--- src/rtl/irpwd_pkg.sv ---
// ----------------------------------------------------------------------------
// irpwd_pkg
// Shared types, constants and window helper for the IR pulse width decoder.
// ----------------------------------------------------------------------------
package irpwd_pkg;

    localparam int TIME_BITS = 16;
    localparam int CODE_BITS = 25;
    localparam int CNT_BITS  = $clog2(CODE_BITS + 1);
    localparam int DUR_BITS  = TIME_BITS + 1;
    localparam int ADDR_BITS = 5;
    localparam int DATA_BITS = 32;
    localparam int IDX_BITS  = 3;

    // register index within the configuration map
    typedef enum logic [IDX_BITS-1:0] {
        REG_RELOAD    = 3'd0,
        REG_START     = 3'd1,
        REG_HIGH_ZERO = 3'd2,
        REG_HIGH_ONE  = 3'd3,
        REG_LOW_ZERO  = 3'd4,
        REG_LOW_ONE   = 3'd5,
        REG_TOLERANCE = 3'd6
    } reg_idx_t;

    localparam logic [TIME_BITS-1:0] RELOAD_RST    = TIME_BITS'(3000);
    localparam logic [TIME_BITS-1:0] START_RST     = TIME_BITS'(300);
    localparam logic [TIME_BITS-1:0] HIGH_ZERO_RST = TIME_BITS'(50);
    localparam logic [TIME_BITS-1:0] HIGH_ONE_RST  = TIME_BITS'(150);
    localparam logic [TIME_BITS-1:0] LOW_ZERO_RST  = TIME_BITS'(150);
    localparam logic [TIME_BITS-1:0] LOW_ONE_RST   = TIME_BITS'(50);
    localparam logic [TIME_BITS-1:0] TOLERANCE_RST = TIME_BITS'(20);

    typedef enum logic [1:0] {
        PH_HUNT = 2'd0,
        PH_HIGH = 2'd1,
        PH_LOW  = 2'd2
    } phase_t;

    typedef struct packed {
        logic [TIME_BITS-1:0] reload;
        logic [TIME_BITS-1:0] start;
        logic [TIME_BITS-1:0] high_zero;
        logic [TIME_BITS-1:0] high_one;
        logic [TIME_BITS-1:0] low_zero;
        logic [TIME_BITS-1:0] low_one;
        logic [TIME_BITS-1:0] tolerance;
    } cfg_t;

    typedef struct packed {
        logic                 hit;
        logic [CODE_BITS-1:0] code;
    } dec_out_t;

    // duration within centre +/- tol; a negative (wrapped) duration is huge
    function automatic logic in_window(input logic                 d_neg,
                                       input logic [DUR_BITS-1:0]  d_val,
                                       input logic [TIME_BITS-1:0] centre,
                                       input logic [TIME_BITS-1:0] tol);
        logic [DUR_BITS-1:0] lo;
        logic [DUR_BITS-1:0] hi;
        lo = (centre > tol) ? {1'b0, centre - tol} : '0;
        hi = {1'b0, centre} + {1'b0, tol};
        return !d_neg && (d_val >= lo) && (d_val <= hi);
    endfunction

endpackage

--- src/rtl/irpwd_cfg_regs.sv ---
// ----------------------------------------------------------------------------
// irpwd_cfg_regs
// APB register file holding the timing thresholds of the decoder.
// ----------------------------------------------------------------------------
module irpwd_cfg_regs
    import irpwd_pkg::*;
(
    input  logic                 clk,
    input  logic                 rst_n,
    input  logic                 psel,
    input  logic                 penable,
    input  logic                 pwrite,
    input  logic [ADDR_BITS-1:0] paddr,
    input  logic [DATA_BITS-1:0] pwdata,
    output logic [DATA_BITS-1:0] prdata,
    output logic                 pready,
    output cfg_t                 cfg
);

    cfg_t                 cfg_reg;
    logic                 wr_en;
    reg_idx_t             idx;
    logic [TIME_BITS-1:0] wval;
    logic [TIME_BITS-1:0] rval;

    assign pready = 1'b1;
    assign wr_en  = psel && penable && pwrite && pready;
    assign idx    = reg_idx_t'(paddr[ADDR_BITS-1:2]);
    assign wval   = pwdata[TIME_BITS-1:0];

    always_ff @(posedge clk or negedge rst_n)
    begin
        if (!rst_n)
        begin
            cfg_reg.reload    <= RELOAD_RST;
            cfg_reg.start     <= START_RST;
            cfg_reg.high_zero <= HIGH_ZERO_RST;
            cfg_reg.high_one  <= HIGH_ONE_RST;
            cfg_reg.low_zero  <= LOW_ZERO_RST;
            cfg_reg.low_one   <= LOW_ONE_RST;
            cfg_reg.tolerance <= TOLERANCE_RST;
        end
        else if (wr_en)
        begin
            case (idx)
                REG_RELOAD:    cfg_reg.reload    <= wval;
                REG_START:     cfg_reg.start     <= wval;
                REG_HIGH_ZERO: cfg_reg.high_zero <= wval;
                REG_HIGH_ONE:  cfg_reg.high_one  <= wval;
                REG_LOW_ZERO:  cfg_reg.low_zero  <= wval;
                REG_LOW_ONE:   cfg_reg.low_one   <= wval;
                REG_TOLERANCE: cfg_reg.tolerance <= wval;
                default:       ;
            endcase
        end
    end

    always_comb
    begin
        case (idx)
            REG_RELOAD:    rval = cfg_reg.reload;
            REG_START:     rval = cfg_reg.start;
            REG_HIGH_ZERO: rval = cfg_reg.high_zero;
            REG_HIGH_ONE:  rval = cfg_reg.high_one;
            REG_LOW_ZERO:  rval = cfg_reg.low_zero;
            REG_LOW_ONE:   rval = cfg_reg.low_one;
            REG_TOLERANCE: rval = cfg_reg.tolerance;
            default:       rval = '0;
        endcase
    end

    assign prdata = {{(DATA_BITS - TIME_BITS){1'b0}}, rval};
    assign cfg    = cfg_reg;

endmodule

--- src/rtl/irpwd_decode.sv ---
// ----------------------------------------------------------------------------
// irpwd_decode
// Duration measurement, window checks and frame state for one edge per cycle while step is high.
// ----------------------------------------------------------------------------
module irpwd_decode
    import irpwd_pkg::*;
(
    input  logic                 clk,
    input  logic                 rst_n,
    input  cfg_t                 cfg,
    input  logic                 step,
    input  logic [TIME_BITS-1:0] edge_time,
    output dec_out_t             dec
);

    phase_t               phase_reg, phase_next;
    logic [TIME_BITS-1:0] prev_reg, prev_next;
    logic                 have_reg, have_next;
    logic [CNT_BITS-1:0]  count_reg, count_next;
    logic [CODE_BITS-1:0] shift_reg, shift_next;
    logic                 last_reg, last_next;

    logic [DUR_BITS:0]    wrap_sum;
    logic                 d_neg;
    logic [DUR_BITS-1:0]  d_val;
    logic                 is_start;
    logic                 hz_ok, ho_ok, lz_ok, lo_ok;
    logic [CODE_BITS-1:0] bit_sel;
    logic [CODE_BITS-1:0] shift_or;
    logic                 bit_val;

    // wrapped duration can go negative for stamps beyond the reload value
    assign wrap_sum = {2'b00, cfg.reload} + {2'b00, edge_time} - {2'b00, prev_reg};

    always_comb
    begin
        if (prev_reg > edge_time)
        begin
            d_neg = wrap_sum[DUR_BITS];
            d_val = wrap_sum[DUR_BITS-1:0];
        end
        else
        begin
            d_neg = 1'b0;
            d_val = {1'b0, edge_time - prev_reg};
        end
    end

    assign is_start = d_neg || (d_val > {1'b0, cfg.start});
    assign hz_ok    = in_window(d_neg, d_val, cfg.high_zero, cfg.tolerance);
    assign ho_ok    = in_window(d_neg, d_val, cfg.high_one, cfg.tolerance);
    assign lz_ok    = in_window(d_neg, d_val, cfg.low_zero, cfg.tolerance);
    assign lo_ok    = in_window(d_neg, d_val, cfg.low_one, cfg.tolerance);
    assign bit_val  = !hz_ok;

    always_comb
    begin
        for (int i = 0; i < CODE_BITS; i++)
        begin
            bit_sel[i] = (count_reg == CNT_BITS'(i));
        end
    end

    assign shift_or = bit_val ? (shift_reg | bit_sel) : shift_reg;

    always_comb
    begin
        phase_next = phase_reg;
        prev_next  = prev_reg;
        have_next  = have_reg;
        count_next = count_reg;
        shift_next = shift_reg;
        last_next  = last_reg;
        dec.hit    = 1'b0;
        dec.code   = shift_or;
        if (step)
        begin
            prev_next = edge_time;
            have_next = 1'b1;
            if (have_reg)
            begin
                case (phase_reg)
                    PH_HIGH:
                    begin
                        if (hz_ok || ho_ok)
                        begin
                            last_next = bit_val;
                            if (count_reg == CNT_BITS'(CODE_BITS - 1))
                            begin
                                dec.hit    = 1'b1;
                                count_next = '0;
                                shift_next = '0;
                                phase_next = PH_HUNT;
                            end
                            else
                            begin
                                count_next = count_reg + 1'b1;
                                shift_next = shift_or;
                                phase_next = PH_LOW;
                            end
                        end
                        else
                        begin
                            count_next = '0;
                            shift_next = '0;
                            phase_next = is_start ? PH_HIGH : PH_HUNT;
                        end
                    end
                    PH_LOW:
                    begin
                        if (last_reg ? lo_ok : lz_ok)
                        begin
                            phase_next = PH_HIGH;
                        end
                        else
                        begin
                            count_next = '0;
                            shift_next = '0;
                            phase_next = is_start ? PH_HIGH : PH_HUNT;
                        end
                    end
                    default:
                    begin
                        count_next = '0;
                        shift_next = '0;
                        phase_next = is_start ? PH_HIGH : PH_HUNT;
                    end
                endcase
            end
        end
    end

    always_ff @(posedge clk or negedge rst_n)
    begin
        if (!rst_n)
        begin
            phase_reg <= PH_HUNT;
            prev_reg  <= '0;
            have_reg  <= 1'b0;
            count_reg <= '0;
            shift_reg <= '0;
            last_reg  <= 1'b0;
        end
        else
        begin
            phase_reg <= phase_next;
            prev_reg  <= prev_next;
            have_reg  <= have_next;
            count_reg <= count_next;
            shift_reg <= shift_next;
            last_reg  <= last_next;
        end
    end

endmodule

--- src/rtl/ir_pulse_width_decoder.sv ---
// ----------------------------------------------------------------------------
// ir_pulse_width_decoder
// Online decoder for pulse-width coded IR remote frames from edge timestamps.
// ----------------------------------------------------------------------------
// Each input beat carries one capture counter timestamp of a signal edge. The
// block takes a beat in every cycle unless the output stalls: a timestamp is
// held in an input register and decoded against the thresholds, and a
// finished code lands in an output register. Input stalls only while the
// output register holds a code that the sink has not taken. The first edge
// after reset only sets the time base. The user must write thresholds over
// the APB port while no edge is in flight; the block does not enforce it.
module ir_pulse_width_decoder
    import irpwd_pkg::*;
(
    input  logic                 clk,
    input  logic                 rst_n,
    input  logic                 s_tvalid,
    output logic                 s_tready,
    input  logic [15:0]          s_tdata,   // [15:0] edge_time
    output logic                 m_tvalid,
    input  logic                 m_tready,
    output logic [31:0]          m_tdata,   // [24:0] code_word, [31:25] zero
    input  logic                 psel,
    input  logic                 penable,
    input  logic                 pwrite,
    input  logic [ADDR_BITS-1:0] paddr,
    input  logic [DATA_BITS-1:0] pwdata,
    output logic [DATA_BITS-1:0] prdata,
    output logic                 pready
);

    cfg_t                 cfg;
    dec_out_t             dec;
    logic                 in_valid_reg;
    logic [TIME_BITS-1:0] in_time_reg;
    logic                 out_valid_reg, out_valid_next;
    logic [CODE_BITS-1:0] out_code_reg;
    logic                 advance;

    irpwd_cfg_regs u_cfg (
        .clk     (clk),
        .rst_n   (rst_n),
        .psel    (psel),
        .penable (penable),
        .pwrite  (pwrite),
        .paddr   (paddr),
        .pwdata  (pwdata),
        .prdata  (prdata),
        .pready  (pready),
        .cfg     (cfg)
    );

    irpwd_decode u_dec (
        .clk       (clk),
        .rst_n     (rst_n),
        .cfg       (cfg),
        .step      (advance),
        .edge_time (in_time_reg),
        .dec       (dec)
    );

    assign advance  = in_valid_reg && (!out_valid_reg || m_tready);
    assign s_tready = !in_valid_reg || advance;

    always_ff @(posedge clk or negedge rst_n)
    begin
        if (!rst_n)
        begin
            in_valid_reg <= 1'b0;
        end
        else if (s_tready)
        begin
            in_valid_reg <= s_tvalid;
        end
    end

    always_ff @(posedge clk)
    begin
        if (s_tvalid && s_tready)
        begin
            in_time_reg <= s_tdata[TIME_BITS-1:0];
        end
    end

    always_comb
    begin
        if (advance && dec.hit)
        begin
            out_valid_next = 1'b1;
        end
        else if (m_tready)
        begin
            out_valid_next = 1'b0;
        end
        else
        begin
            out_valid_next = out_valid_reg;
        end
    end

    always_ff @(posedge clk or negedge rst_n)
    begin
        if (!rst_n)
        begin
            out_valid_reg <= 1'b0;
        end
        else
        begin
            out_valid_reg <= out_valid_next;
        end
    end

    always_ff @(posedge clk)
    begin
        if (advance && dec.hit)
        begin
            out_code_reg <= dec.code;
        end
    end

    assign m_tvalid = out_valid_reg;
    assign m_tdata  = {{(32 - CODE_BITS){1'b0}}, out_code_reg};

endmodule

--- config.mk ---
export PLATFORM = sky130hd
export DESIGN_NAME = ir_pulse_width_decoder
export DESIGN_NICKNAME = d
export VERILOG_FILES = /design/src/rtl/irpwd_pkg.sv /design/src/rtl/irpwd_cfg_regs.sv /design/src/rtl/irpwd_decode.sv /design/src/rtl/ir_pulse_width_decoder.sv
export SDC_FILE = /design/constraint.sdc
export NUM_CORES = 1
export LEC_CHECK = 0
export ABC_CLOCK_PERIOD_IN_PS = 8300
export BUFFER_PORTS_ARGS = -buffer_cell sky130_fd_sc_hd__buf_2
export CAP_MARGIN = 10
export CELL_PAD_IN_SITES_DETAIL_PLACEMENT = 0
export CELL_PAD_IN_SITES_GLOBAL_PLACEMENT = 2
export CORE_UTILIZATION = 30
export DETAILED_ROUTE_END_ITERATION = 10
export PLACE_DENSITY = 0.77
export SYNTH_ARGS = -nofsm -noshare
export SYNTH_HDL_FRONTEND = slang
export SYNTH_HIERARCHICAL = 1
export SYNTH_SLANG_ARGS = --single-unit
--- constraint.sdc ---
create_clock -name clk -period 8.3 [get_ports clk]
set_clock_uncertainty 0.05 [all_clocks]
set_input_delay 2.075 -clock clk [delete_from_list [all_inputs] [get_ports clk]]
set_output_delay 2.075 -clock clk [all_outputs]
set_load 0.005 [all_outputs]
* After elaboration in Yosys (flattened, before gate mapping)
Cells that the tools add are included.
** Storage, ports and cells
- Output and inout bits :: 67
- Flip-flop bits (word level) :: 205
- Input port bits :: 60
- Word-level logic and storage cells :: 140
** Operators by class
- Multiplexer cells :: 29
- Bitwise operators :: 1
- Equality and inequality tests :: 33
- Magnitude comparators :: 14
- Add/subtract/negate cells :: 12
- Reductions and logical operators :: 34
** Operators by type and width (number)
- $pmux 16 s7 :: 1
- $mux 25 :: 4
- $add 16x16->17 :: 5
- $gt 16x16->1 :: 5
- $sub 16x16->16 :: 5
- $ge 17x17->1 :: 4
- $le 17x17->1 :: 4
- $mux 16 :: 4
- $pmux 25 s2 :: 1
- $eq 5x5->1 const B :: 9
- $eq 5x4->1 const B :: 8
- $or 25x25->25 :: 1
- $eq 5x3->1 const B :: 4
- $sub 18x16->18 :: 1
- $gt 17x16->1 :: 1
- $mux 17 :: 1
- $reduce_and 2->1 :: 8
- $mux 5 :: 3
- $logic_and 1x1->1 :: 13
- $eq 5x2->1 const B :: 2
- $mux 1 :: 10
- $pmux 5 s2 :: 1
- $eq 3x3->1 const B :: 3
- $eq 3x2->1 const B :: 2
- other kinds (15) :: 23

* Longest topological paths before layout
Gate-level depths: netlist of run 1.
- Depth after elaboration :: 13
- Gate-level depth with buffers :: 31
- Gate-level depth less buffers :: 27

* Modules after synthesis
The synthesis of run 1 kept the hierarchy.
** Modules (own cells, without submodules)
- irpwd_decode :: area each 13756.9 um2, cells each 1791, instances 1, sequential area each 1251.2 um2
- irpwd_cfg_regs :: area each 5316.3 um2, cells each 386, instances 1, sequential area each 2836.5 um2
- ir_pulse_width_decoder :: area each 1396.3 um2, cells each 59, instances 1, sequential area each 1281.2 um2

* Worst setup path before layout of run 1
Ideal clock, no wire load.
- Path kind :: register to register
- Start :: register u_cfg.cfg_reg, in the netlist u_cfg/cfg[104]
- End :: register out_code_reg[0], enable pin
- Arrival time :: 6513 ps
- Setup time :: 410 ps
- Stages on the path, launching flop included :: 26
- Setup slack :: 1328 ps
- Buffers on the path :: 0
- Required time :: 7840 ps
- Clock period less this slack :: 6972 ps
- Cell sequence :: dfstp_2 > inv_1 > fa_1 > inv_1 > ha_1 > a21oi_1 > o21ai_0 > or3_1 > o221ai_1 > a21oi_1 > a21o_1 > a21oi_1 > xor2_1 > o21ai_0 > ha_1 > nand2_1 > o21ai_0 > a211oi_1 > o221a_2 > nor2_1 > or3_1 > o21ai_0 > o211ai_1 > a211oi_1 > nand2_1 > nor2b_1
** RTL lines
- start, declared :: line irpwd_cfg_regs.sv:20 : cfg_t cfg_reg;
- end signal, assigned :: line ir_pulse_width_decoder.sv:117 : out_code_reg <= dec.code;
- end, declared :: line ir_pulse_width_decoder.sv:37 : logic [CODE_BITS-1:0] out_code_reg;

* Worst setup path after layout of run 1
- Start :: register u_cfg.cfg_reg, in the netlist u_cfg/cfg[2]
- End :: register u_dec.shift_reg[10]
** On the way
- Longest elaborated chain between the ends :: 9
- Elaborated cells on any way between the ends :: 40
- Classes of those cells :: add/sub: 8; order compare: 12; eq/ne: 1; mux: 9; reduce/logical: 10
** RTL lines
- $sub 16x16->16 or $gt 16x16->1 (tied branches) :: line irpwd_pkg.sv:62 : lo = (centre > tol) ? {1'b0, centre - tol} : '0;
- $mux 16 :: line irpwd_pkg.sv:62
- $ge 17x17->1 :: line irpwd_pkg.sv:64 : return !d_neg && (d_val >= lo) && (d_val <= hi);
- $logic_and 1x1->1 (2 in a row) :: line irpwd_pkg.sv:64
- $mux 25 :: line irpwd_decode.sv:64 : assign shift_or = bit_val ? (shift_reg | bit_sel) : shift_reg;
- $mux 25 :: line irpwd_decode.sv:88 : if (count_reg == CNT_BITS'(CODE_BITS - 1))
- $mux 25 :: line irpwd_decode.sv:85 : if (hz_ok || ho_ok)
- $pmux 25 s2 :: line irpwd_decode.sv:82 : case (phase_reg)
- end signal, assigned :: line irpwd_decode.sv:150 : shift_reg <= shift_next;
- end, declared :: line irpwd_decode.sv:20 : logic [CODE_BITS-1:0] shift_reg, shift_next;
Several ways; a longest one is shown, not always the timed one.
A chain may end at the register's enable or synchronous reset.

==> results.cfg, run 1 <==
[outcome]
outcome = finished clean

[finish]
instances_no_fill = 3183
syn2layout_area_growth_pct = 10.5
largest_reg_flops = 112
final_common_cell = ha_1
stdcell_area_sq_um = 22600
final-seq-area_sq_um = 5370
multiInputGateArea_sq_um = 13800
mostFrequentLayoutCells = 311 x ha_1, 212 x inv_1, 147 x a21oi_1
drive_gt1_frac = 0.149
num-fill-cells = 6928
fin_nets = 2688
diodes = 0

[critical_path]
cp_max_fo = 21
reg2reg_depth = 26
worstSetupPathType = reg2reg
crit_required_ns = 8.73
cp-start-kind = register
arrival_ns = 7.64
endpoint_kind = register

[floorplan]
core-area_sq_um = 67400
die-area_sq_um = 69300
start_util = 0.304
die-height_um = 263
rows = 95
ioPinCount = 127
die_x_um = 263

[drt]
via_count = 16809
routedWlPerCell_um = 20.8
drt-pass1-iter-count = 8
drc = 0
via_per_inst = 5.28
wl_um = 66200
antenna_left = 0
drt_iter0_markers = 1070

[power]
leakage_uw = 0.0105
p_clk_frac = 0.149
peakVddDrop_mv = 0.155
p_sw_uw = 3600
combPwrFrac = 0.664
pwr-share-seq = 0.187
p_int_uw = 3820
swShare = 0.485
powerDensity_nw_per_um2 = 328

[clock_tree]
cts_tree = built
clk_pin_slew_ns = 0.06
clockBufferDepth = 3
cts_resized = 0
post-cts-setup-buffers = 0
ctsHoldBuffers = 0
clk_latency_ns = 0.55
htree_levels = 1
cts_buffers = 24
clock_sinks = 205
ctsRootBufferMaster = clkbuf_16

[grt]
groute.usage.overall = 0.189
grt_pass1_vias = 17386
antenna_found_initial = 2
grt_pass1_wl_um = 102000
grt_overflow = 0
grt_max_degree = 91

[placement]
io_buffers = 84
dp_hpwl_um = 53400
place_congestion = 0.903
place_inst = 3138
postPlaceCellArea_sq_um = 21800
post-place-ws_ns = 1.12

[synth]
yosysWarnings = 6
syn_inst = 2236
synth_area_sq_um = 20500
ys_seq_elements = 205
async_flop_share = 0.800
yosys.area.top_type = ha_1
synth-edff-count = 41
avgSynthCellArea_sq_um = 9.15
synth_area_leaders = ha_1 19%, dfrtp_1 17%, mux2_2 6.7%
synth_ff_type = dfrtp_1
netlist.area_leader.share = 0.190
ys_seq_area_frac = 0.262
yosys.cell_types.count = 89

[sta]
rsz0062_at_grt = false
post-route-period-util = 0.869
finalWorstSetupSlack_ns = 1.09
finalSetupViolCount = 0
slew_viol_final = 0
fmax_mhz = 139
slew-limit-headroom = 0.218
tightest_slew_ns = 1.16
period_needed_ns = 7.21
setup_tns_ns = 0
finalHoldViolCount = 0
whs_ns = 0.446

[worst_hold_path]
hold_path.class = reg2reg
hold_depth = 2

[job]
maxCapViolations = 0
==> power groups by stage <==
stage                     Combinational [uW]  Sequential, uW  Clock (uW)
final                                   4920            1380        1110
after detailed placement                4870            1410           0
after global placement                  4790            1400           0
after CTS                               4910            1390        1150
after global routing                    5470            1410        1180
after floorplan                         3470            1310           0
==> layout make-up <==
cell class | count | share of cell area
Clock buffer | 26 | 0.0273
Clock inverter | 18 | 0.00852
Inverter | 214 | 0.0355
Multi-Input combinational cell | 1727 | 0.611
Sequential cell | 205 | 0.237
Tap cell | 873 | 0.0483
Timing Repair Buffer | 120 | 0.0323
==> metal layers <==
metal | global-route usage | part of all wire | up-vias
met5 | 0 | 0 | -
met4 | 0.0567 | 0.029 | 0
met3 | 0.0120 | 0.028 | 97
met2 | 0.329 | 0.48 | 310
met1 | 0.248 | 0.46 | 8314
li1 | - | - | 8088
==> critical path: stages (launching register included) <==
cell,delay [ns]
dfstp_2,0.65
inv_1,0.19
ha_1,0.48
a21o_1,0.16
a21o_1,0.15
a21o_1,0.12
a21o_1,0.16
a21oi_1,0.10
o41ai_1,0.51
o41ai_1,0.13
buf_4,0.17
nor2_1,0.09
nor3_1,0.10
nor2_1,0.74
nand2_1,0.14
ha_1,0.36
a21o_1,0.17
a21oi_1,0.15
nor2_1,0.07
a2111oi_0,0.38
a21oi_1,0.14
o41ai_1,0.49
nor3_1,0.24
nor3_4,0.52
buf_4,0.35
nand4_1,0.13
a21oi_1,0.20
==> worst paths after layout <==
kind	startpoint	endpoint	slack (ns)
worst min-delay path	u_dec/shift_reg[20]	u_dec/shift_reg[20]	0.45
worst max register to register	u_cfg/cfg[2]	u_dec/shift_reg[10]	1.09
worst max-delay path	u_cfg/cfg[2]	u_dec/shift_reg[10]	1.09
max in group asynchronous	rst_n	u_cfg/cfg[53]	5.09
worst min register to register	u_dec/shift_reg[20]	u_dec/shift_reg[20]	0.45
min in group asynchronous	rst_n	u_dec/shift_reg[11]	1.55
==> synthesized netlist by cell type, types with 8 or more instances <==
cell and number:
o22ai_1 9, a211oi_1 24, o21bai_1 36, or3_1 13, a221oi_1 11, mux2i_1 23, a21oi_1 150, nor2b_1 34
buf_2 23, ha_1 311, and3_1 11, nand2_1 138, edfxtp_1 41, o31ai_1 17, nor4_1 15, xnor2_1 92
a222oi_1 9, dfstp_2 27, nand3b_1 12, nand2b_1 34, o221ai_1 8, nor2_1 97, nand3_1 36, o21ai_0 102
inv_1 212, a31oi_1 22, xor2_1 39, and2_1 10, o211ai_1 9, clkbuf_1 53, o21a_1 33, nand4_1 47
dfrtp_1 137, nor3_1 26, mux2_2 121, mux2_1 11, fa_1 25, o41ai_1 10, a21o_1 76, buf_4 27
==> cell families (layout without fill, tap and decap cells) <==
| kind of cell | count (synthesis) | after routing | synth area share |
|---|---|---|---|
| AOI/OAI and AO/OA | 578 | 578 | 0.188 |
| adders and majority gates | 336 | 336 | 0.215 |
| and+or+nand+nor | 502 | 502 | 0.125 |
| DFF | 205 | 205 | 0.262 |
| other | 3 | 24 | 0.000550 |
| muxes | 156 | 156 | 0.0850 |
| xor gates and xnor gates | 131 | 131 | 0.0561 |
| buffers and inverters | 325 | 378 | 0.0678 |
==> metrics by stage <==
stage | utilization | total power [uW]
floorplan | - | 4780
global placement | 0.323 | 6190
detailed placement | 0.323 | 6280
CTS | 0.335 | 7440
global route | 0.336 | 8060
finish | 0.336 | 7420
Power figures use the tool's default switching activity.
==> run 2, diff against run 1 <==
- MAX_ROUTING_LAYER: not set -> met4
- SETUP_SLACK_MARGIN: not set -> 0.4
- SKIP_CTS_REPAIR_TIMING: not set -> 1
==> run 2 against run 1 <==
  * Sequential share of layout area fell by 0.059 points
  * Core utilization up 0.084 points
  * Critical path type unchanged
  * Clock power rose by 6%
  * Worst hold slack gained 0.0049 ns
  * Maximum frequency fell by 0.20%
  * Largest power group unchanged
  * Non-clock buffer count decreased by 1
  * Critical endpoint is now u_dec/shift_reg[2]
  * Count of clock-buffer cells in the layout up 5
  * Via count is 0.49% lower
  * Global-route usage grew 0.46 points
  * Critical path depth did not move
  * Final area increased by 0.25%
==> results.cfg, run 2 (synthesized netlist as in run 1, its figures left out) <==
[outcome]
outcome = finished clean

[floorplan]
ioPinCount = 127
core-area_sq_um = 67400
start_util = 0.304
die-area_sq_um = 69300
die-height_um = 263
die_x_um = 263
rows = 95

[job]
maxCapViolations = 0

[finish]
mostFrequentLayoutCells = 311 x ha_1, 212 x inv_1, 147 x a21oi_1
diodes = 0
syn2layout_area_growth_pct = 10.8
final_util = 0.336
largest_reg_flops = 112
final_common_cell = ha_1
instances_no_fill = 3182
fin_nets = 2687
drive_gt1_frac = 0.149

[sta]
tightest_slew_ns = 1.17
slew-limit-headroom = 0.214
fmax_mhz = 138
period_needed_ns = 7.23
rsz0062_at_grt = false
finalSetupViolCount = 0
finalHoldViolCount = 0
post-route-period-util = 0.871
setup_tns_ns = 0
slew_viol_final = 0

[drt]
drt_iter0_markers = 957
via_per_inst = 5.26
via_count = 16727
drc = 0
wl_um = 65900
drt-pass1-iter-count = 5
routedWlPerCell_um = 20.7
antenna_left = 0

[power]
p_sw_uw = 3600
pwr-share-seq = 0.184
p_int_uw = 3910
leakage_uw = 0.0105
peakVddDrop_mv = 0.142
powerDensity_nw_per_um2 = 331
p_clk_frac = 0.158
combPwrFrac = 0.658
swShare = 0.479

[worst_hold_path]
hold_depth = 1
hold_path.class = reg2reg
worstHoldStart = u_dec/have_reg
holdPathEnd = u_dec/have_reg

[grt]
grt_max_degree = 99
groute.usage.overall = 0.193
grt_overflow = 0
grt_pass1_wl_um = 101000
antenna_found_initial = 0
grt_pass1_vias = 17046

[clock_tree]
clk_pin_slew_ns = 0.06
ctsRootBufferMaster = clkbuf_16
htree_levels = 1
clk_latency_ns = 0.55
clockBufferDepth = 3
cts_tree = built
clock_sinks = 205
cts_buffers = 24

[placement]
io_buffers = 84
place_inst = 3137
dp_hpwl_um = 53700
place_congestion = 0.910

[critical_path]
reg2reg_depth = 26
arrival_ns = 7.65
regToRegStartpoint = u_cfg/cfg[0]
worstSetupPathType = reg2reg
crit_required_ns = 8.72
endpoint_kind = register
cp-start-kind = register
slowest_stage = o41ai_1
timing.rr.end = u_dec/shift_reg[2]
crit_top_cell = a21o_1
critPathMaxStageDelay_ns = 0.63
cp_max_fo = 21
reg2reg_slack_ns = 1.07
==> run 2: cell types whose count changed in the layout (fill, tap and decap cells not counted), sizes merged <==
cell	previous run	this run
clkinv	13	8
clkinvlp	3	1
bufinv	3	5
clkbuf	26	32
buf	120	118
==> run 2: worst max-delay path: cells and delay by family (launching register included) <==
kind	cells	cell delay (ns)
AO/OA/AOI/OAI	13	3.09
AND/OR/NAND/NOR	7	1.89
adder cells (fa/ha/maj)	3	0.87
flip-flops	1	0.62
buffers and inverters	3	0.61
==> run 2: per-stage QoR <==
step / power [uW] / setup slack (ns) / hold slack, ns / cell area (sq um)
5_1_grt: 8150 / 0.448 / 0.466 / 22700
6_report: 7510 / 1.07 / 0.451 / 22700
2_1_floorplan: 4780 / 1.33 / 0.414 / 20500
3_5_place_dp: 6300 / 1.04 / 0.433 / 21800
3_3_place_gp: 6220 / 1.10 / 0.430 / 21800
4_1_cts: 7530 / 1.02 / 0.448 / 22600
==> run 2: worst max path at each step <==
stage | start | end
floorplan | u_cfg/cfg[104] | out_code_reg[0]
global placement | u_cfg/cfg[0] | u_dec/shift_reg[9]
detailed placement | u_cfg/cfg[0] | u_dec/shift_reg[2]
CTS | u_cfg/cfg[0] | u_dec/shift_reg[2]
global route | u_cfg/cfg[2] | u_dec/shift_reg[8]
finish | u_cfg/cfg[0] | u_dec/shift_reg[2]
==> run 2: layout make-up <==
class	count	area (sq um)
fill	6910	44700
multi-input combinational	1727	13800
sequential	205	5370
tap	873	1090
inverter	214	803
timing repair buffer	119	719
clock buffer	31	668
clock inverter	13	209
==> run 2: layer usage <==
metal,wire [um],up-vias,track usage,share of wire
met4,1290,0,0.0428,0.020
met2,31900,359,0.327,0.48
met1,30400,8183,0.253,0.46
met5,0,-,-,0
met3,2330,66,0.0117,0.035
li1,-,8119,-,-
==> run 2: power groups by stage <==
stage	Clock, uW	Combinational (uW)	Sequential [uW]
floorplan	0	3470	1310
global placement	0	4820	1390
detailed placement	0	4900	1400
CTS	1220	4940	1380
global route	1260	5490	1400
finish	1180	4940	1380
==> run 3, diff against run 2 <==
- ABC_AREA: not set -> 1
- CORE_MARGIN: not set -> 2
- PLACE_DENSITY: 0.77 -> 0.81
- TNS_END_PERCENT: not set -> 1
==> run 3 against run 2 <==
  * Critical path depth increased by 15
  * Count of clock-buffer cells in the layout rose by 1
  * Wire length increased by 19%
  * Maximum frequency increased by 6.1%
  * Synthesized cell count grew 33%
  * Global-route usage is 2.0 points higher
  * Sequential cell count stayed put
  * Register-to-register slack gained 0.41 ns
  * Final cell count rose by 25%
  * Final area grew 4.2%
  * Critical endpoint is now out_code_reg[9]
  * Largest cell class unchanged
  * Highest routed layer unchanged
==> results.cfg, run 3 <==
[drt]
wl_met1_um = 36100
wl_um = 78300
met2WireLength_um = 35300
drt_iter0_markers = 1566
antenna_left = 0
routedWlPerCell_um = 19.7
route.met3.wl_um = 4380
drc = 0
via_per_inst = 5.03
topRoutingLayerUsed = met4
drt-pass1-iter-count = 5
via_count = 20014

[critical_path]
worstSetupPathType = reg2reg
crit_top_cell = nand2_1
slowest_stage = dfstp_2
crit_required_ns = 8.47
cp_max_fo = 28
cp_num_buf_inv = 8
crit_family = simple AND/OR/NAND/NOR gates
arrival_ns = 6.98
critPathMaxStageDelay_ns = 0.77
endpoint_kind = register
cp-start-kind = register

[finish]
mostFrequentLayoutCells = 708 x nand2_1, 330 x inv_1, 311 x ha_1
drive_gt1_frac = 0.0945
diodes = 0
largest_reg_flops = 112
final-seq-area_sq_um = 5370
final_common_cell = nand2_1
multiInputGateArea_sq_um = 14300
syn2layout_area_growth_pct = 9.04
num-fill-cells = 7841
fin_nets = 3404
stdcell_area_sq_um = 23600

[synth]
synth-edff-count = 41
synth_ff_type = dfrtp_1
yosys.cell_types.count = 64
yosys.area.top_type = ha_1
synth_area_sq_um = 21700
synth_compound_area_frac = 0.150
ys_seq_elements = 205
yosys-top-cells-count = 708 x nand2_1, 330 x inv_1, 311 x ha_1
synth_top_family_by_area = simple AND/OR/NAND/NOR gates
netlist.area_leader.share = 0.180
avgSynthCellArea_sq_um = 7.26
synthAdderAreaFrac = 0.203
synth_simple_gate_area_frac = 0.273
async_flop_share = 0.800
synth_area_leaders = ha_1 18%, dfrtp_1 16%, nand2_1 12%
synth_mux_area_frac = 0.000924
ys_seq_area_frac = 0.248
synth_xor_area_frac = 0.0271
syn_inst = 2984
yosysWarnings = 6
yosysMostFrequentCell = nand2_1

[sta]
fmax_mhz = 147
period_needed_ns = 6.81
finalSetupViolCount = 0
setup_tns_ns = 0
slew-limit-headroom = 0.185
slew_viol_final = 0
finalHoldViolCount = 0
post-route-period-util = 0.821
rsz0062_at_grt = false
tightest_slew_ns = 1.22

[clock_tree]
cts_buffers = 25
clock_sinks = 205
clockBufferDepth = 3
htree_levels = 1
clk_pin_slew_ns = 0.06
clk_latency_ns = 0.58
cts_tree = built
ctsRootBufferMaster = clkbuf_16

[floorplan]
ioPinCount = 127
core-area_sq_um = 71500
die-area_sq_um = 74400
rows = 98
start_util = 0.303
die-height_um = 273
die_x_um = 273

[power]
peakVddDrop_mv = 0.163
power.total_uw = 7230
leakage_uw = 0.0120
powerDensity_nw_per_um2 = 306

[placement]
io_buffers = 84
postPlaceCellArea_sq_um = 22800
place_congestion = 0.939
dp_hpwl_um = 59000

[grt]
groute.usage.overall = 0.213
grt_overflow = 0
antenna_found_initial = 1
grt_pass1_wl_um = 117000
grt_pass1_vias = 18808
grt_max_degree = 149

[outcome]
outcome = finished clean

[job]
maxCapViolations = 0

[worst_hold_path]
hold_path.class = reg2reg
## run 3: cell count changes in the layout (fill, tap and decap cells not counted), moves of 73 or more
| cell | change |
|---|---|
| nand3_1 | +108 |
| inv_1 | +118 |
| o21ai_0 | +117 |
| nand4_1 | +77 |
| a21oi_1 | +73 |
| nor2_1 | +88 |
| mux2_2 | -121 |
| xnor2_1 | -80 |
| nand2_1 | +570 |
## run 3: per-layer routing
layer,GRT usage,vias to the layer above
met2,0.336,521
met3,0.0283,81
met1,0.287,9370
li1,-,10042
met5,-,-
met4,0.0584,0
## run 3: layout make-up
type / count / share of cell area
sequential: 205 / 0.227
multi-input combinational: 2315 / 0.605
tap: 950 / 0.0503
timing repair buffer: 107 / 0.0259
clock inverter: 14 / 0.00482
clock buffer: 32 / 0.0302
inverter: 354 / 0.0569
## run 3: per-stage QoR
stage          hold slack (ns)  instances  utilization  setup slack, ns
2_1_floorplan            0.388       3005            -             2.36
3_3_place_gp             0.400       3931        0.319             1.62
3_5_place_dp             0.406       3931        0.319             1.57
4_1_cts                  0.421       3977        0.330             1.53
5_1_grt                  0.457       3977        0.330            0.780
6_report                 0.420       3977        0.330             1.49
## run 3: power by group
group | switching (uW) | internal (uW)
registers | 231 | 1180
logic | 3140 | 1540
clock network | 494 | 641
total | 3860 | 3360
## run 3: final timing paths
| kind | cells after the start | to | from | slack, ns |
|---|---|---|---|---|
| max in group asynchronous | 2 | u_cfg/cfg[35] | rst_n | 5.61 |
| min | 1 | u_dec/have_reg | u_dec/have_reg | 0.42 |
| min reg2reg | 1 | u_dec/have_reg | u_dec/have_reg | 0.42 |
| min in group asynchronous | 1 | u_dec/count_reg[3] | rst_n | 1.28 |
| max | 41 | out_code_reg[9] | u_cfg/cfg[2] | 1.49 |
| max reg2reg | 41 | out_code_reg[9] | u_cfg/cfg[2] | 1.49 |
## run 3: kinds of logic after synthesis
logic type | count (synthesis)
adders and majority gates | 336
buffers and inverters | 485
xor gates and xnor gates | 67
DFF | 205
other | 3
muxes | 2
and+or+nand+nor | 1292
AOI/OAI and AO/OA | 594
